File: src/rtl/core/hdf_pkg.sv
// ----------------------------------------------------------------------------
// HDLC deframer package
// Shared types, constants and decode functions of the HDLC deframer.
// ----------------------------------------------------------------------------
package hdf_pkg;

   // Special bytes of the asynchronous framing.
   localparam logic [7:0] FLAG_BYTE    = 8'h7E;
   localparam logic [7:0] ESC_BYTE     = 8'h7D;
   localparam logic [7:0] ESC_FLAG     = 8'h5E;
   localparam logic [7:0] ESC_ESC      = 8'h5D;

   // PPP FCS-16 constants.
   localparam logic [15:0] FCS_INIT    = 16'hFFFF;
   localparam logic [15:0] FCS_GOOD    = 16'hF0B8;
   localparam logic [15:0] FCS_POLY    = 16'h8408;

   // Width of the reported payload count.
   localparam int PAYLOAD_COUNT_W      = 11;

   // Number of content bytes that make a complete frame (address, control, FCS).
   localparam int MIN_CONTENT          = 4;

   // Response word kinds.
   typedef enum logic {
      KIND_PAYLOAD = 1'b0,
      KIND_STATUS  = 1'b1
   } item_kind_type;

   // Error codes of the status word.
   typedef enum logic [2:0] {
      ERR_NONE       = 3'd0,
      ERR_ESC_FLAG   = 3'd1,
      ERR_BAD_ESC    = 3'd2,
      ERR_FCS        = 3'd3,
      ERR_SHORT      = 3'd4,
      ERR_OVERFLOW   = 3'd5
   } error_code_type;

   // Decoded frame kinds.
   typedef enum logic [4:0] {
      FK_UNSET = 5'd0,
      FK_I     = 5'd1,
      FK_RR    = 5'd2,
      FK_RNR   = 5'd3,
      FK_REJ   = 5'd4,
      FK_SREJ  = 5'd5,
      FK_UI    = 5'd6,
      FK_SIM   = 5'd7,
      FK_SARM  = 5'd8,
      FK_UP    = 5'd9,
      FK_SABM  = 5'd10,
      FK_DISC  = 5'd11,
      FK_UA    = 5'd12,
      FK_SNRM  = 5'd13,
      FK_CMDR  = 5'd14,
      FK_TEST  = 5'd15,
      FK_XID   = 5'd16
   } frame_kind_type;

   // Word passed from the front end to the back end through the queue.
   typedef struct packed {
      logic       is_flag;      // flag byte seen
      logic [7:0] data;         // unescaped content byte
      logic       bad_esc;      // content byte came from an invalid escape
      logic       esc_pending;  // word came straight after an escape (an error on a flag)
   } event_type;

   // Response word as held in the output register.
   typedef struct packed {
      item_kind_type              item_kind;
      logic [7:0]                 payload_byte;
      logic                       frame_good;
      error_code_type             error_code;
      logic [7:0]                 station_address;
      frame_kind_type             frame_kind;
      logic                       poll_final;
      logic [2:0]                 send_seq;
      logic [2:0]                 recv_seq;
      logic [PAYLOAD_COUNT_W-1:0] payload_count;
   } rsp_word_type;

   // Unnumbered frame kinds, indexed by control bits {7:5, 3:2}.
   localparam frame_kind_type U_KIND_TABLE [32] = '{
      FK_UI,    FK_SIM,   FK_UNSET, FK_SARM,  FK_UP,    FK_UNSET, FK_UNSET, FK_SABM,
      FK_DISC,  FK_UNSET, FK_UNSET, FK_UNSET, FK_UA,    FK_UNSET, FK_UNSET, FK_UNSET,
      FK_SNRM,  FK_CMDR,  FK_UNSET, FK_UNSET, FK_UNSET, FK_UNSET, FK_UNSET, FK_UNSET,
      FK_UNSET, FK_UNSET, FK_UNSET, FK_UNSET, FK_TEST,  FK_XID,   FK_UNSET, FK_UNSET
   };

   // Decode the frame kind from a control byte.
   function automatic frame_kind_type decode_kind(input logic [7:0] ctrl);
      frame_kind_type kind;
      if (!ctrl[0]) begin
         kind = FK_I;
      end else if (!ctrl[1]) begin
         kind = frame_kind_type'(5'(FK_RR) + {3'b000, ctrl[3:2]});
      end else begin
         kind = U_KIND_TABLE[{ctrl[7:5], ctrl[3:2]}];
      end
      return kind;
   endfunction

   // One byte of the reflected FCS-16 update.
   function automatic logic [15:0] fcs_update(input logic [15:0] fcs, input logic [7:0] b);
      logic [15:0] acc;
      acc = fcs ^ {8'h00, b};
      for (int i = 0; i < 8; i++) begin
         if (acc[0]) begin
            acc = (acc >> 1) ^ FCS_POLY;
         end else begin
            acc = acc >> 1;
         end
      end
      return acc;
   endfunction

endpackage

File: src/rtl/core/hdf_channels.sv
// ----------------------------------------------------------------------------
// HDLC deframer channels
// Valid/ready channels for received bytes and for deframer responses.
// ----------------------------------------------------------------------------
interface hdf_req_if;
   logic       valid;
   logic       ready;
   logic [7:0] rx_byte;

   modport source (output valid, output rx_byte, input ready);
   modport sink   (input valid, input rx_byte, output ready);
endinterface

interface hdf_rsp_if;
   logic        valid;
   logic        ready;
   logic        item_kind;
   logic [7:0]  payload_byte;
   logic        frame_good;
   logic [2:0]  error_code;
   logic [7:0]  station_address;
   logic [4:0]  frame_kind;
   logic        poll_final;
   logic [2:0]  send_seq;
   logic [2:0]  recv_seq;
   logic [10:0] payload_count;

   modport source (output valid, input ready, output item_kind, output payload_byte,
                   output frame_good, output error_code, output station_address,
                   output frame_kind, output poll_final, output send_seq,
                   output recv_seq, output payload_count);
   modport sink   (input valid, output ready, input item_kind, input payload_byte,
                   input frame_good, input error_code, input station_address,
                   input frame_kind, input poll_final, input send_seq,
                   input recv_seq, input payload_count);
endinterface

File: src/rtl/core/hdlc_async_deframer.sv
// ----------------------------------------------------------------------------
// HDLC asynchronous deframer
// Byte-stuffed HDLC receiver with PPP FCS-16 check and frame decode.
// ----------------------------------------------------------------------------
// The deframer takes one received byte per clock on req_bus while the
// response side does not stall, and gives payload bytes of I and UI frames
// and one status word per closed frame on rsp_bus. Bytes are dropped until
// a 0x7E flag opens a frame. A byte moves from the input through the front
// end into a two-entry queue; the back end takes it from the queue and
// loads the output register with the word it causes. The back end's FCS-16
// update and frame decode set the sustained rate of one byte per clock.
// Payload bytes leave two bytes late, so the FCS is never delivered. Frames
// longer than MAX_FRAME content bytes are truncated and reported as
// overflow. After a good frame the closing flag returns the block to
// hunting; after a bad frame it opens the next frame.
module hdlc_async_deframer
   import hdf_pkg::*;
#(
   parameter int MAX_FRAME = 2048
) (
   input  logic      clock,
   input  logic      reset,
   hdf_req_if.sink   req_bus,
   hdf_rsp_if.source rsp_bus
);

   logic      front_valid;
   event_type front_word;
   logic      front_ready;
   logic      back_valid;
   event_type back_word;
   logic      back_ready;

   // Destuffing and classification.
   hdf_front u_front (
      .clock    (clock),
      .reset    (reset),
      .req_bus  (req_bus),
      .ev_valid (front_valid),
      .ev_word  (front_word),
      .ev_ready (front_ready)
   );

   // Decoupling queue.
   hdf_queue u_queue (
      .clock      (clock),
      .reset      (reset),
      .push_valid (front_valid),
      .push_word  (front_word),
      .push_ready (front_ready),
      .pop_valid  (back_valid),
      .pop_word   (back_word),
      .pop_ready  (back_ready)
   );

   // Frame tracking, FCS check and response generation.
   hdf_back #(
      .MAX_FRAME (MAX_FRAME)
   ) u_back (
      .clock    (clock),
      .reset    (reset),
      .ev_valid (back_valid),
      .ev_word  (back_word),
      .ev_ready (back_ready),
      .rsp_bus  (rsp_bus)
   );

endmodule

File: src/rtl/core/hdf_front.sv
// ----------------------------------------------------------------------------
// HDLC deframer front end
// Removes byte stuffing and classifies each received word but an escape as
// a flag or a content byte for the back end.
// ----------------------------------------------------------------------------
module hdf_front
   import hdf_pkg::*;
(
   input  logic      clock,
   input  logic      reset,
   hdf_req_if.sink   req_bus,
   output logic      ev_valid,
   output event_type ev_word,
   input  logic      ev_ready
);

   logic esc_ff;
   logic esc_in;
   logic accept;

   assign req_bus.ready = ev_ready;
   assign accept        = req_bus.valid && ev_ready;

   // Classify the incoming word and work out the escape state.
   always_comb begin
      esc_in              = esc_ff;
      ev_valid            = 1'b0;
      ev_word.is_flag     = 1'b0;
      ev_word.data        = req_bus.rx_byte;
      ev_word.bad_esc     = 1'b0;
      ev_word.esc_pending = esc_ff;
      if (req_bus.rx_byte == FLAG_BYTE) begin
         // A flag always passes on and ends any escape.
         ev_valid        = req_bus.valid;
         ev_word.is_flag = 1'b1;
         esc_in          = 1'b0;
      end else if (esc_ff) begin
         ev_valid = req_bus.valid;
         esc_in   = 1'b0;
         if (req_bus.rx_byte == ESC_FLAG) begin
            ev_word.data = FLAG_BYTE;
         end else if (req_bus.rx_byte == ESC_ESC) begin
            ev_word.data = ESC_BYTE;
         end else begin
            ev_word.bad_esc = 1'b1;
         end
      end else if (req_bus.rx_byte == ESC_BYTE) begin
         esc_in = 1'b1;
      end else begin
         ev_valid = req_bus.valid;
      end
   end

   // The escape state only moves when a word is taken.
   always_ff @(posedge clock) begin
      if (reset) begin
         esc_ff <= 1'b0;
      end else if (accept) begin
         esc_ff <= esc_in;
      end
   end

endmodule

File: src/rtl/core/hdf_queue.sv
// ----------------------------------------------------------------------------
// HDLC deframer event queue
// A two-entry queue between the front and back ends, so that each side can
// stall without holding up the other.
// ----------------------------------------------------------------------------
module hdf_queue
   import hdf_pkg::*;
(
   input  logic      clock,
   input  logic      reset,
   input  logic      push_valid,
   input  event_type push_word,
   output logic      push_ready,
   output logic      pop_valid,
   output event_type pop_word,
   input  logic      pop_ready
);

   localparam int DEPTH = 2;

   event_type  entry_ff [DEPTH];
   logic       wr_ptr_ff;
   logic       wr_ptr_in;
   logic       rd_ptr_ff;
   logic       rd_ptr_in;
   logic [1:0] fill_ff;
   logic [1:0] fill_in;
   logic       do_push;
   logic       do_pop;

   assign push_ready = (fill_ff != 2'(DEPTH));
   assign pop_valid  = (fill_ff != 2'd0);
   assign pop_word   = entry_ff[rd_ptr_ff];
   assign do_push    = push_valid && push_ready;
   assign do_pop     = pop_valid && pop_ready;

   // Pointer and fill level updates.
   always_comb begin
      wr_ptr_in = do_push ? ~wr_ptr_ff : wr_ptr_ff;
      rd_ptr_in = do_pop  ? ~rd_ptr_ff : rd_ptr_ff;
      fill_in   = fill_ff;
      if (do_push && !do_pop) begin
         fill_in = fill_ff + 2'd1;
      end else if (do_pop && !do_push) begin
         fill_in = fill_ff - 2'd1;
      end
   end

   always_ff @(posedge clock) begin
      if (reset) begin
         wr_ptr_ff <= 1'b0;
         rd_ptr_ff <= 1'b0;
         fill_ff   <= 2'd0;
      end else begin
         wr_ptr_ff <= wr_ptr_in;
         rd_ptr_ff <= rd_ptr_in;
         fill_ff   <= fill_in;
      end
   end

   // Entry storage needs no reset.
   always_ff @(posedge clock) begin
      if (do_push) begin
         entry_ff[wr_ptr_ff] <= push_word;
      end
   end

endmodule

File: src/rtl/core/hdf_back.sv
// ----------------------------------------------------------------------------
// HDLC deframer back end
// Tracks the frame, checks the FCS, emits delayed payload words and builds
// the end-of-frame status word in the output register.
// ----------------------------------------------------------------------------
module hdf_back
   import hdf_pkg::*;
#(
   parameter int MAX_FRAME = 2048
) (
   input  logic      clock,
   input  logic      reset,
   input  logic      ev_valid,
   input  event_type ev_word,
   output logic      ev_ready,
   hdf_rsp_if.source rsp_bus
);

   localparam int CNT_W = $clog2(MAX_FRAME + 1);
   localparam int PC_W  = (CNT_W > PAYLOAD_COUNT_W) ? CNT_W : PAYLOAD_COUNT_W;

   // Frame state.
   logic             in_frame_ff,  in_frame_in;
   logic [15:0]      fcs_ff,       fcs_in;
   logic [CNT_W-1:0] count_ff,     count_in;
   logic [7:0]       addr_ff,      addr_in;
   logic [7:0]       ctrl_ff,      ctrl_in;
   logic [7:0]       delay0_ff,    delay0_in;
   logic [7:0]       delay1_ff,    delay1_in;
   logic             bad_esc_ff,   bad_esc_in;
   logic             overflow_ff,  overflow_in;

   // Output register.
   logic             rsp_valid_ff, rsp_valid_in;
   rsp_word_type     rsp_ff,       rsp_in;

   logic             take;
   frame_kind_type   kind;
   error_code_type   err;
   logic             carries;
   logic [PC_W-1:0]  pc_wide;

   assign ev_ready = !rsp_valid_ff || rsp_bus.ready;
   assign take     = ev_valid && ev_ready;

   // Decode of the latched control byte.
   assign kind    = (count_ff >= CNT_W'(2)) ? decode_kind(ctrl_ff) : FK_UNSET;
   assign carries = (kind == FK_I) || (kind == FK_UI);
   assign pc_wide = PC_W'(count_ff) - PC_W'(MIN_CONTENT);

   // Error in priority order.
   always_comb begin
      if (ev_word.esc_pending) begin
         err = ERR_ESC_FLAG;
      end else if (overflow_ff) begin
         err = ERR_OVERFLOW;
      end else if (count_ff < CNT_W'(MIN_CONTENT)) begin
         err = ERR_SHORT;
      end else if (bad_esc_ff) begin
         err = ERR_BAD_ESC;
      end else if (fcs_ff != FCS_GOOD) begin
         err = ERR_FCS;
      end else begin
         err = ERR_NONE;
      end
   end

   // Next state of the frame and the output register.
   always_comb begin
      in_frame_in  = in_frame_ff;
      fcs_in       = fcs_ff;
      count_in     = count_ff;
      addr_in      = addr_ff;
      ctrl_in      = ctrl_ff;
      delay0_in    = delay0_ff;
      delay1_in    = delay1_ff;
      bad_esc_in   = bad_esc_ff;
      overflow_in  = overflow_ff;
      rsp_valid_in = rsp_valid_ff && !rsp_bus.ready;
      rsp_in       = rsp_ff;

      if (take) begin
         if (ev_word.is_flag) begin
            // Every flag restarts the frame state.
            fcs_in      = FCS_INIT;
            count_in    = '0;
            addr_in     = 8'h00;
            ctrl_in     = 8'h00;
            bad_esc_in  = 1'b0;
            overflow_in = 1'b0;
            if (!in_frame_ff) begin
               in_frame_in = 1'b1;
            end else if ((count_ff != '0) || ev_word.esc_pending) begin
               // Closing flag of a frame with content: report its status.
               rsp_valid_in           = 1'b1;
               rsp_in                 = '0;
               rsp_in.item_kind       = KIND_STATUS;
               rsp_in.frame_good      = (err == ERR_NONE);
               rsp_in.error_code      = err;
               rsp_in.station_address = addr_ff;
               rsp_in.frame_kind      = kind;
               // The P/F bit is reported whenever a control byte arrived.
               if (count_ff >= CNT_W'(2)) begin
                  rsp_in.poll_final = ctrl_ff[4];
               end
               if ((kind == FK_I) || (kind == FK_RR) || (kind == FK_RNR)
                   || (kind == FK_REJ) || (kind == FK_SREJ)) begin
                  rsp_in.recv_seq = ctrl_ff[7:5];
               end
               if (kind == FK_I) begin
                  rsp_in.send_seq = ctrl_ff[3:1];
               end
               if (carries && (count_ff >= CNT_W'(MIN_CONTENT))) begin
                  rsp_in.payload_count = pc_wide[PAYLOAD_COUNT_W-1:0];
               end
               // A good frame goes back to hunting; a bad one shares its flag.
               if (err == ERR_NONE) begin
                  in_frame_in = 1'b0;
               end
            end
         end else if (in_frame_ff) begin
            if (ev_word.bad_esc) begin
               bad_esc_in = 1'b1;
            end
            if (count_ff >= CNT_W'(MAX_FRAME)) begin
               // Bytes beyond the limit are dropped.
               overflow_in = 1'b1;
            end else begin
               if (count_ff == '0) begin
                  addr_in = ev_word.data;
               end
               if (count_ff == CNT_W'(1)) begin
                  ctrl_in = ev_word.data;
               end
               // Payload leaves two bytes late, so the FCS never does.
               if ((count_ff >= CNT_W'(MIN_CONTENT)) && carries) begin
                  rsp_valid_in        = 1'b1;
                  rsp_in              = '0;
                  rsp_in.item_kind    = KIND_PAYLOAD;
                  rsp_in.payload_byte = delay1_ff;
               end
               delay1_in = delay0_ff;
               delay0_in = ev_word.data;
               fcs_in    = fcs_update(fcs_ff, ev_word.data);
               count_in  = count_ff + CNT_W'(1);
            end
         end
      end
   end

   // Control state with reset.
   always_ff @(posedge clock) begin
      if (reset) begin
         in_frame_ff  <= 1'b0;
         fcs_ff       <= FCS_INIT;
         count_ff     <= '0;
         addr_ff      <= 8'h00;
         ctrl_ff      <= 8'h00;
         bad_esc_ff   <= 1'b0;
         overflow_ff  <= 1'b0;
         rsp_valid_ff <= 1'b0;
      end else begin
         in_frame_ff  <= in_frame_in;
         fcs_ff       <= fcs_in;
         count_ff     <= count_in;
         addr_ff      <= addr_in;
         ctrl_ff      <= ctrl_in;
         bad_esc_ff   <= bad_esc_in;
         overflow_ff  <= overflow_in;
         rsp_valid_ff <= rsp_valid_in;
      end
   end

   // Payload registers.
   always_ff @(posedge clock) begin
      delay0_ff <= delay0_in;
      delay1_ff <= delay1_in;
      rsp_ff    <= rsp_in;
   end

   // Drive the response channel from the output register.
   assign rsp_bus.valid           = rsp_valid_ff;
   assign rsp_bus.item_kind       = rsp_ff.item_kind;
   assign rsp_bus.payload_byte    = rsp_ff.payload_byte;
   assign rsp_bus.frame_good      = rsp_ff.frame_good;
   assign rsp_bus.error_code      = rsp_ff.error_code;
   assign rsp_bus.station_address = rsp_ff.station_address;
   assign rsp_bus.frame_kind      = rsp_ff.frame_kind;
   assign rsp_bus.poll_final      = rsp_ff.poll_final;
   assign rsp_bus.send_seq        = rsp_ff.send_seq;
   assign rsp_bus.recv_seq        = rsp_ff.recv_seq;
   assign rsp_bus.payload_count   = rsp_ff.payload_count;

endmodule
File: src/flat_wrapper.sv
// flat-port wrapper written by rule: the top's interface ports become plain ports
module hdlc_async_deframer_flat import hdf_pkg::*;
#(
   parameter int MAX_FRAME = 2048
)
  (clock, reset, req_bus_valid, req_bus_rx_byte, req_bus_ready, rsp_bus_valid, rsp_bus_ready, rsp_bus_item_kind, rsp_bus_payload_byte, rsp_bus_frame_good, rsp_bus_error_code, rsp_bus_station_address, rsp_bus_frame_kind, rsp_bus_poll_final, rsp_bus_send_seq, rsp_bus_recv_seq, rsp_bus_payload_count);
  hdf_req_if req_bus_i ();
  hdf_rsp_if rsp_bus_i ();
  input  logic clock;
  input  logic reset;
  input wire logic [$bits(req_bus_i.valid)-1:0] req_bus_valid;
  input wire logic [$bits(req_bus_i.rx_byte)-1:0] req_bus_rx_byte;
  output wire logic [$bits(req_bus_i.ready)-1:0] req_bus_ready;
  output wire logic [$bits(rsp_bus_i.valid)-1:0] rsp_bus_valid;
  input wire logic [$bits(rsp_bus_i.ready)-1:0] rsp_bus_ready;
  output wire logic [$bits(rsp_bus_i.item_kind)-1:0] rsp_bus_item_kind;
  output wire logic [$bits(rsp_bus_i.payload_byte)-1:0] rsp_bus_payload_byte;
  output wire logic [$bits(rsp_bus_i.frame_good)-1:0] rsp_bus_frame_good;
  output wire logic [$bits(rsp_bus_i.error_code)-1:0] rsp_bus_error_code;
  output wire logic [$bits(rsp_bus_i.station_address)-1:0] rsp_bus_station_address;
  output wire logic [$bits(rsp_bus_i.frame_kind)-1:0] rsp_bus_frame_kind;
  output wire logic [$bits(rsp_bus_i.poll_final)-1:0] rsp_bus_poll_final;
  output wire logic [$bits(rsp_bus_i.send_seq)-1:0] rsp_bus_send_seq;
  output wire logic [$bits(rsp_bus_i.recv_seq)-1:0] rsp_bus_recv_seq;
  output wire logic [$bits(rsp_bus_i.payload_count)-1:0] rsp_bus_payload_count;
  assign req_bus_i.valid = req_bus_valid;
  assign req_bus_i.rx_byte = req_bus_rx_byte;
  assign req_bus_ready = req_bus_i.ready;
  assign rsp_bus_valid = rsp_bus_i.valid;
  assign rsp_bus_i.ready = rsp_bus_ready;
  assign rsp_bus_item_kind = rsp_bus_i.item_kind;
  assign rsp_bus_payload_byte = rsp_bus_i.payload_byte;
  assign rsp_bus_frame_good = rsp_bus_i.frame_good;
  assign rsp_bus_error_code = rsp_bus_i.error_code;
  assign rsp_bus_station_address = rsp_bus_i.station_address;
  assign rsp_bus_frame_kind = rsp_bus_i.frame_kind;
  assign rsp_bus_poll_final = rsp_bus_i.poll_final;
  assign rsp_bus_send_seq = rsp_bus_i.send_seq;
  assign rsp_bus_recv_seq = rsp_bus_i.recv_seq;
  assign rsp_bus_payload_count = rsp_bus_i.payload_count;
  hdlc_async_deframer #(.MAX_FRAME(MAX_FRAME)) u_core (.clock(clock), .reset(reset), .req_bus(req_bus_i), .rsp_bus(rsp_bus_i));
endmodule
File: config.mk
export PLATFORM = sky130hd
export DESIGN_NAME = hdlc_async_deframer_flat
export DESIGN_NICKNAME = d
export VERILOG_FILES = /design/src/rtl/core/hdf_pkg.sv /design/src/rtl/core/hdf_channels.sv /design/src/rtl/core/hdlc_async_deframer.sv /design/src/rtl/core/hdf_front.sv /design/src/rtl/core/hdf_queue.sv /design/src/rtl/core/hdf_back.sv /design/src/flat_wrapper.sv
export SDC_FILE = /design/constraint.sdc
export NUM_CORES = 1
export LEC_CHECK = 0
export BUFFER_PORTS_ARGS = -buffer_cell sky130_fd_sc_hd__clkbuf_2
export CORE_MARGIN = 2
export CORE_UTILIZATION = 64
export CTS_CLUSTER_DIAMETER = 40
export DETAILED_ROUTE_END_ITERATION = 7
export PLACE_DENSITY = 0.85
export REMOVE_ABC_BUFFERS = 1
export SLEW_MARGIN = 20
export SYNTH_ARGS = -nofsm -noshare
export SYNTH_HDL_FRONTEND = slang
export SYNTH_SLANG_ARGS = --single-unit
File: constraint.sdc
create_clock -name clock -period 5.7 [get_ports clock]
set_input_delay 1.14 -clock clock [delete_from_list [all_inputs] [get_ports clock]]
set_output_delay 1.14 -clock clock [all_outputs]
set_load 0.02 [all_outputs]
==> impl_results.md, run 1 <==
* Status: finished clean
* Sw power at 0.00110 W
* Maximum root-to-sink buffer count at 2
* Synth async-reset ratio at 0%
* Total routed wirelength at 11.9 mm
* Clk pwr share at between 30% and 40%
* Die Y at 102 um
* Crit end category: register
* DR iter-0 viols at 272
* Number of global-route vias before repair at approximately 4000
* Yosys warning count at 0
* Initial antenna violation count at 0
* Post-route clock period utilization at 62.9%
* Post-DP HPWL at 7.83 mm
* Peak Freq at 279 MHz
* Final Hold Viols at 0
* Port Buffers at 57
* Capturing point of the worst reg2reg path: u_core.u_back.rsp_bus.payload_byte[1]
* Avg WL per Cell at 17.1 um
* Reg area at between 3000 and 4000 um^2
* Number of fill cells at around 580
* CTS tree: built
* Area Overhead vs Synth at 15.1%
* Final #Nets at 577
* Min cycle time layout at 3.58 ns
* First-pass GRT wire length at roughly 19 mm
* Clk slew on worst S/H paths at 0.06 ns
* Post-synth top area share at 40.3%
* I/O pin total at 58
* Root cell of the clock tree: clkbuf_8
* Comb power frac at a little over a quarter
* Power per standard cell area at 484 nW/um^2
* Post-synth top flop: edfxtp_1
* Top cells by area, synth: edfxtp_1, dfxtp_1, nor2_1
* Slew Limit Fails at 0
* Total Routing Usage GR at 25.0%
* Peak supply drop at around 0.32 mV
* Static leakage at 2.65 nW
* Headroom to the max-slew limit at 32.4%
* DRC at 0
* Worst-Skew Late Latency at 0.53 ns
* Internal power component at 0.00230 W
* Endpoints failing setup at 0
* Reg2Reg Depth at 7
* Via count at 3984
* Layout cells sized above 1 at 25.3%
* Vias per cell at 5.73
* Fin Clk Skew at 0.00728 ns
* Setup_tns at 0 ns
* Die width at about 100 um
* Startpoint types: register
* CP endpoint: u_core.u_back.rsp_bus.payload_byte[1]
* Sw frac at ~32%
* Unique masters post-synth at 68
* Drt pass-1 iters at 5
* Multi-input combinational cell area at between 2000 and 2500 um^2
* Row count at 35
* Seq/Total Area, Yosys at 58.0%
* # Post-CTS Setup Buffers at 0
* CTS Buf Count at 17
* Starting Density at 66.1%
* Synthesis-stage register bit count at approximately 140
* Cell taking the most area after synthesis: edfxtp_1
* Post-synth EDFFs at 82
* Antenna diode count at 0
* Most frequent cell after synthesis: edfxtp_1
* Gpl congestion at 0.962
* Worst slew pin tran at 1.01 ns
* Mapped Area at 6110 um^2
* CP Max Fanout at 44
* Syn Inst Count at 501
* Core area at 9240 um^2
* Post-DRT Antenna Nets at 0
* Die area at 10300 um^2
* Worst EP arrival at approximately 3.6 ns
* Synth Area per Inst at 12.2 um^2
* Worst hold slack at 0.416 ns
* Flop2flop setup slack at 2.12 ns
* Share of total power in sequential cells at 39.3%
* WS Path Type: register to register
* Total power at 0.00340 W
* Pin count of the biggest net entering global routing at 45
* Synth cell count leaders: edfxtp_1, dfxtp_1, nor2_1, nand2_1, and2_1
* Grt ovf at 0
* CP required at 5.74 ns
* Hold Crit Class: register to register
* CTS-repair resized insts at 0
* # Max-Cap Violations at 0
* Clk sinks at roughly 140
* RSZ-0062 raised after global routing: no
* Hold_buf cts at 0
* H-tree levels at 4
[per-layer routing]
metal,global-route usage (%),part of all wire [%],vias to the layer above
met5,0,0,-
met4,9.98,1.4,0
met3,6.83,5.5,18
met2,42.0,51,157
met1,30.7,42,1919
li1,-,-,1890
[state kept, by name, indices dropped and copies added, names as in the netlist, 2 cells and up, named ones only]
name                                   flops
u_core.u_back.rsp_bus.send_seq             3
u_core.u_back.rsp_bus.recv_seq             3
u_core.u_back.rsp_bus.error_code           3
u_core.u_back.fcs_ff                      16
u_core.u_back.count_ff                    12
u_core.u_queue.entry_ff                   22
u_core.u_back.delay1_ff                    8
u_core.u_back.delay0_ff                    8
u_core.u_back.ctrl_ff                      8
u_core.u_back.rsp_bus.frame_kind           5
u_core.u_back.addr_ff                      8
u_core.u_back.rsp_bus.payload_byte         8
u_core.u_queue.fill_ff                     2
u_core.u_back.rsp_bus.station_address      8
u_core.u_back.rsp_bus.payload_count       11
[cell type report]
type,instances,area share [%]
flip-flops and latches,136,50.4
well taps,129,2.30
inverters,17,0.943
multi-input cells,323,33.5
clock inverters,14,2.78
repair buffers,58,4.16
clock buffers,18,5.94
[power by group through the flow]
stage	registers (W)	clock network (W)	logic, W
floorplan	0.00133	0	0.000712
global placement	0.00134	0	0.000873
detailed placement	0.00135	0	0.000900
CTS	0.00133	0.00114	0.000921
global route	0.00135	0.00118	0.00101
finish	0.00134	0.00113	0.000929
[cells in the final DEF, fill, tap and decap left out, drive strengths merged, types with 3 or more instances in the layout]
| cell | n |
|---|---|
| o211ai | 10 |
| o21a | 3 |
| nor2 | 64 |
| nand2 | 32 |
| nor4 | 6 |
| and3 | 6 |
| inv | 19 |
| bufinv | 4 |
| xor2 | 24 |
| o22ai | 3 |
| xnor2 | 20 |
| nand4 | 4 |
| dfxtp | 54 |
| edfxtp | 82 |
| nor2b | 4 |
| nand2b | 4 |
| nand3 | 13 |
| nor3b | 3 |
| clkbuf | 75 |
| mux2 | 10 |
| clkinv | 4 |
| nor3 | 6 |
| a22oi | 16 |
| a21oi | 11 |
| a31oi | 6 |
| o2bb2ai | 4 |
| ha | 12 |
| o21ai | 11 |
| clkinvlp | 4 |
| and2 | 25 |
[critical path, cell delays in order (launching register included)]
cell,delay (ns)
dfxtp_1,0.74
mux2i_4,0.70
inv_4,0.21
o221a_4,0.38
nand2_4,0.14
nor2_1,0.07
o21ai_0,0.16
nand2_2,0.64
[cells by family (layout without fill, tap and decap cells)]
family / after synthesis / count (layout) / share of synthesized area (%)
buffers and inverters: 42 / 107 / 3.50
and+or+nand+nor: 176 / 176 / 15.1
adders and majority gates: 12 / 12 / 2.46
DFF: 136 / 136 / 58.0
AOI/OAI and AO/OA: 80 / 80 / 10.2
xor gates and xnor gates: 44 / 44 / 8.21
muxes: 11 / 11 / 2.52
[how the worst min path moves through the flow]
stage | start | endpoint | slack (ns) | cells after the start
floorplan | u_core.u_back.delay0_ff[0] | u_core.u_back.delay1_ff[0] | 0.40 | 0
global placement | u_core.u_back.delay0_ff[7] | u_core.u_back.delay1_ff[7] | 0.40 | 0
detailed placement | u_core.u_back.delay0_ff[7] | u_core.u_back.delay1_ff[7] | 0.40 | 0
CTS | u_core.u_back.delay0_ff[7] | u_core.u_back.delay1_ff[7] | 0.42 | 0
global route | u_core.u_back.delay0_ff[7] | u_core.u_back.delay1_ff[7] | 0.42 | 0
finish | u_core.u_back.delay0_ff[7] | u_core.u_back.delay1_ff[7] | 0.42 | 0
[stage by stage]
stage	util (%)	std cells	setup slack [ns]	area (um^2)
floorplan	-	476	2.46	5960
global route	76.1	695	1.91	7030
finish	76.1	695	2.12	7030
CTS	76.1	695	2.10	7030
detailed placement	69.5	663	2.16	6420
global placement	69.5	663	2.35	6420
Note: power is estimated with default switching activity, not from simulation.
==> inputs of run 2 (changes only) <==
- CORE_UTILIZATION: 64 -> 59
- PLACE_DENSITY: 0.85 -> 0.79
- clock period: 5.7 -> 3.67 ns (I/O delays scaled with it)
==> impl_results.md, run 2 (same netlist as run 1, synthesis figures left out) <==
* Total Routing Usage GR at about 22%
* Grt ovf at 0
* Hold path cells at 1
* Worst path cell trace: inv_1 -> ha_1 -> nand2_1 -> o311ai_2 -> and3_1 -> o41ai_4 -> o21ai_0 -> nand2_2 -> buf_4
* Comb power frac at around 28%
* Internal power component at roughly 0.0036 W
* Worst hold start: req_bus_rx_byte[6]
* Antenna diode count at 0
* Hold Crit Class: input pin to register
* WS Path Type: register to register
* Die width at 106 um
* Number of fill cells at about 680
* Post-DP HPWL at just under 8 mm
* Peak Freq at between 300 and 400 MHz
* # Max-Cap Violations at 0
* Endpoints failing setup at 0
* Power per standard cell area at 747 nW/um^2
* Final Util at a little over two thirds
* Final Hold Viols at 0
* Via count at 3993
* Core area at roughly 10000 um^2
* Clk sinks at 136
* Share of total power in sequential cells at 38.4%
* Layout cells sized above 1 at between 20% and 30%
* CP Max Fanout at 40
* Most frequent cells in the layout: edfxtp_1, clkbuf_2, dfxtp_1
* Worst stage delay on the critical path at 0.44 ns
* # Post-CTS Setup Buffers at 0
* RR Startpoint: u_core.u_back.ctrl_ff[3]
* Reg2Reg Depth at 9
* Gpl congestion at 0.898
* Min cycle time layout at 3.07 ns
* Status: finished clean
* H-tree levels at 4
* Largest Register: u_core.u_queue.entry_ff
* Die Y at between 100 and 150 um
* Capturing point of the worst reg2reg path: u_core.u_back.rsp_bus.payload_byte[3]
* Sw power at 0.00167 W
* Startpoint types: register
* CTS-repair resized insts at 0
* Area Overhead vs Synth at 16.4%
* Hold_buf cts at 0
* Clk pwr share at ~33%
* RSZ-0062 raised after global routing: no
* Starting Density at 60.0%
* DRC at 0
* Root cell of the clock tree: clkbuf_8
* Crit path from: u_core.u_back.ctrl_ff[3]
* Flop2flop setup slack at 0.60 ns
* Setup_tns at 0 ns
* Port Buffers at between 50 and 60
* Pin count of the biggest net entering global routing at 41
* Worst-Skew Late Latency at 0.53 ns
* Hold Path End: u_core.u_queue.entry_ff[0][8]
* Worst EP arrival at between 3 and 4 ns
* Largest regs: u_core.u_queue.entry_ff (22), u_core.u_back.fcs_ff (16), u_core.u_back.count_ff (12)
* Placed Instance Area at 6470 um^2
* Drt pass-1 iters at 5
* Static leakage at 2.70 nW
* CP required at 3.83 ns
* Initial antenna violation count at 0
* First-pass GRT wire length at 19.1 mm
* Die area at 11200 um^2
* Worst hold slack at 0.415 ns
* Final #Nets at 583
* Peak supply drop at 0.412 mV
* Worst path slowest cell: buf_4
* Row count at 37
* Worst slew pin tran at 0.810 ns
* Fin area at between 7000 and 8000 um^2
* Post-DRT Antenna Nets at 0
* Headroom to the max-slew limit at 45.9%
* Sw frac at a little under a third
* Commonest non-fill, non-tap cell in the layout: edfxtp_1
* Avg WL per Cell at 16.4 um
* Total routed wirelength at 11.6 mm
* CTS Buf Count at 17
* Max FFs per register at 22
* Post-route clock period utilization at 83.8%
* Fin Clk Skew at between 0.007 and 0.008 ns
* Vias per cell at ~5.6
* Slew Limit Fails at 0
* Maximum root-to-sink buffer count at 2
* Number of global-route vias before repair at 3842
* CTS tree: built
* Crit end category: register
* I/O pin total at 58
* Clk slew on worst S/H paths at 0.06 ns
* DR iter-0 viols at 296
[run 2: changes by cell type in the layout (fill, tap and decap cells not counted)]
cell,previous run,this run
bufinv_16,4,2
clkbuf_8,1,2
buf_4,1,7
inv_4,1,2
clkbuf_16,16,20
clkinvlp_4,4,1
clkbuf_1,1,2
inv_6,3,0
clkinv_4,1,2
[run 2: routing by layer]
metal / wire [um] / vias up / track usage (%)
li1: - / 1906 / -
met1: 4930 / 1905 / 28.4
met2: 5690 / 158 / 35.6
met3: 768 / 24 / 6.56
met4: 248 / 0 / 9.77
met5: 0 / - / 0
[run 2: how the worst max path moves through the flow]
stage / slack (ns) / end / cells past startpoint
2_1_floorplan: 0.46 / u_core.u_back.rsp_bus.error_code[0] / 7
3_3_place_gp: 0.79 / u_core.u_back.rsp_bus.payload_byte[6] / 9
3_5_place_dp: 0.67 / u_core.u_back.rsp_bus.payload_byte[6] / 9
4_1_cts: 0.63 / u_core.u_back.rsp_bus.payload_byte[3] / 9
5_1_grt: 0.43 / u_core.u_back.rsp_bus.payload_byte[3] / 9
6_report: 0.60 / u_core.u_back.rsp_bus.payload_byte[3] / 9
[run 2: stage by stage]
| stage | std cells | setup WS [ns] | power [W] |
|---|---|---|---|
| after detailed placement | 676 | 0.672 | 0.00354 |
| after global routing | 708 | 0.430 | 0.00556 |
| final | 708 | 0.596 | 0.00531 |
| after global placement | 676 | 0.789 | 0.00348 |
| after CTS | 708 | 0.627 | 0.00532 |
| after floorplan | 476 | 0.456 | 0.00317 |
[run 2: layout make-up]
cell class                      count  area (um^2)  share of cell area, %
Clock buffer                       24          536                   7.53
Inverter                           17         66.3                  0.933
Multi-Input combinational cell    323         2350                   33.1
Tap cell                          136          170                   2.39
Clock inverter                      8          101                   1.43
Sequential cell                   136         3540                   49.9
Timing Repair Buffer               64          338                   4.75
[run 2: worst max-delay path, delay by kind of cell (launching register included)]
family	cells	cell delay (ns)
flops	1	0.42
buf+inv	2	0.55
fa+ha+maj	1	0.27
simple gates	3	0.61
compound gates	3	0.82
[run 2: power by group through the flow]
| stage | Sequential (W) | Combinational, W | Clock (W) |
|---|---|---|---|
| 2_1_floorplan | 0.00206 | 0.00111 | 0 |
| 3_3_place_gp | 0.00205 | 0.00143 | 0 |
| 3_5_place_dp | 0.00207 | 0.00147 | 0 |
| 4_1_cts | 0.00204 | 0.00150 | 0.00178 |
| 5_1_grt | 0.00206 | 0.00164 | 0.00185 |
| 6_report | 0.00204 | 0.00151 | 0.00176 |
==> inputs of run 3 (changes only) <==
- clock period: 3.67 -> 3.2 ns (I/O delays scaled with it)
==> impl_results.md, run 3 (same netlist as run 1, synthesis figures left out) <==
* Most frequent cells in the layout: edfxtp_1, clkbuf_2, dfxtp_1
* CTS Buf Count at 17
* Power per standard cell area at 851 nW/um^2
* Reg area at 3540 um^2
* # Max-Cap Violations at 0
* CTS tree: built
* Row count at 37
* Multi-input combinational cell area at 2350 um^2
* Headroom to the max-slew limit at 43.4%
* Post-route clock period utilization at 88.5%
* Die Y at 106 um
* Drt pass-1 iters at 5
* DR iter-0 viols at 253
* Pin count of the biggest net entering global routing at 41
* Worst path cell trace: inv_1 -> ha_1 -> and2_1 -> o311ai_2 -> and3_1 -> o41ai_4 -> o21ai_0 -> nand2_2 -> buf_12
* Share of total power in sequential cells at between 30% and 40%
* Max FFs per register at 22
* Final #Nets at slightly below 600
* Worst hold start: req_bus_rx_byte[6]
* Clk pwr share at 33.1%
* Starting Density at 60.0%
* CTS-repair resized insts at 0
* Worst-Skew Late Latency at roughly 0.53 ns
* Maximum root-to-sink buffer count at 2
* Antenna diode count at 0
* Total routed wirelength at about 11 mm
* Min cycle time layout at 2.83 ns
* WP buf/inv at 2
* Post-DP HPWL at 7.65 mm
* Commonest non-fill, non-tap cell in the layout: edfxtp_1
* Initial antenna violation count at 0
* Die area at approximately 11000 um^2
* CP Max Fanout at 40
* Vias per cell at 5.55
* First-pass GRT wire length at around 19 mm
* I/O pin total at 58
* Gpl congestion at about 0.82
* Sw frac at 31.5%
* Total Routing Usage GR at between 20% and 30%
* Worst path slowest cell: dfxtp_1
* Total power at between 0.006 and 0.007 W
* Largest regs: u_core.u_queue.entry_ff (22), u_core.u_back.fcs_ff (16), u_core.u_back.count_ff (12)
* # Post-CTS Setup Buffers at 0
* Crit path max-delay family: compound AO/OA/AOI/OAI gates
* Sw power at roughly 0.0019 W
* Worst EP arrival at about 3.1 ns
* Port Buffers at 57
* Layout cells sized above 1 at 25.7%
* Avg WL per Cell at approximately 16 um
* Crit end category: register
* Post-DRT Antenna Nets at 0
* Slew Limit Fails at 0
* DRC at 0
* Peak Freq at ~350 MHz
* Final Hold Viols at 0
* Worst slew pin tran at 0.848 ns
* Area Overhead vs Synth at 16.0%
* Die width at 106 um
* Startpoint types: register
* Clk slew on worst S/H paths at roughly 0.06 ns
* CP required at around 3.5 ns
* Status: finished clean
* Largest Register: u_core.u_queue.entry_ff
* Grt ovf at 0
* Hold_buf cts at 0
* RR Startpoint: u_core.u_back.ctrl_ff[3]
* Fin Clk Skew at 0.00901 ns
* Endpoints failing setup at 0
* Core area at 10200 um^2
* Root cell of the clock tree: clkbuf_8
* Final setup margin at 0.370 ns
* WS Path Type: register to register
* Static leakage at 2.68 nW
* Clk sinks at 136
* Via count at between 3000 and 4000
* Number of global-route vias before repair at 3788
* RSZ-0062 raised after global routing: no
* Hold Crit Class: input pin to register
* H-tree levels at 4
* Worst stage delay on the critical path at 0.43 ns
* Peak supply drop at approximately 0.45 mV
* Internal power component at 0.00413 W
* Crit path from: u_core.u_back.ctrl_ff[3]
* Pre-CTS setup slack at 0.423 ns
* Number of fill cells at 735
* Comb power frac at 28.2%
-- run 3: cell types whose count changed in the layout (fill, tap and decap cells not counted), sizes merged --
cell and change:
clkbuf -5, buf -1, bufinv +2, clkinvlp +1
clkinv +2
-- run 3: per-layer routing --
metal | track usage [%] | up-vias | share of wire [%] | routed length, um
met4 | 7.89 | 0 | 1.6 | 183
met2 | 35.4 | 121 | 50 | 5600
li1 | - | 1896 | - | -
met1 | 28.1 | 1888 | 43 | 4910
met3 | 5.26 | 17 | 5.4 | 612
met5 | 0 | - | 0 | 0
-- run 3: worst paths after layout --
kind | to | slack (ns) | depth (start not counted)
setup / recovery | u_core.u_back.rsp_bus.payload_byte[6] | 0.37 | 9
hold / removal | u_core.u_queue.entry_ff[1][8] | 0.32 | 1
setup reg to reg | u_core.u_back.rsp_bus.payload_byte[6] | 0.37 | 9
hold reg to reg | u_core.u_back.delay1_ff[6] | 0.42 | 0
-- run 3: area by class of cell --
class / count / share of cell area (%)
sequential: 136 / 50.0
multi-input combinational: 323 / 33.2
clock buffer: 19 / 6.09
timing repair buffer: 63 / 4.84
clock inverter: 13 / 2.49
tap: 136 / 2.40
inverter: 17 / 0.936
-- run 3: power by group through the flow --
stage	clock [W]	combinational, W	sequential, W
after detailed placement	0	0.00167	0.00237
final	0.00199	0.00170	0.00233
after global routing	0.00208	0.00186	0.00236
after CTS	0.00201	0.00170	0.00233
after floorplan	0	0.00127	0.00236
after global placement	0	0.00164	0.00235
-- run 3: per-stage QoR --
step | hold slack, ns | utilization [%] | TNS [ns] | std cells | instance area, um^2
floorplan | 0.400 | - | -0.637 | 476 | 5960
global placement | 0.402 | 63.6 | 0 | 675 | 6480
detailed placement | 0.406 | 63.6 | 0 | 675 | 6480
CTS | 0.309 | 69.6 | 0 | 707 | 7080
global route | 0.316 | 69.6 | 0 | 707 | 7080
finish | 0.317 | 69.6 | 0 | 707 | 7080
-- run 3: worst register-to-register path, cell delays in order, from the launching register on --
cell and delay [ns]:
dfxtp_1 0.43, inv_1 0.12, ha_1 0.28, and2_1 0.17, o311ai_2 0.33, and3_1 0.27, o41ai_4 0.10, o21ai_0 0.41
nand2_2 0.20, buf_12 0.22
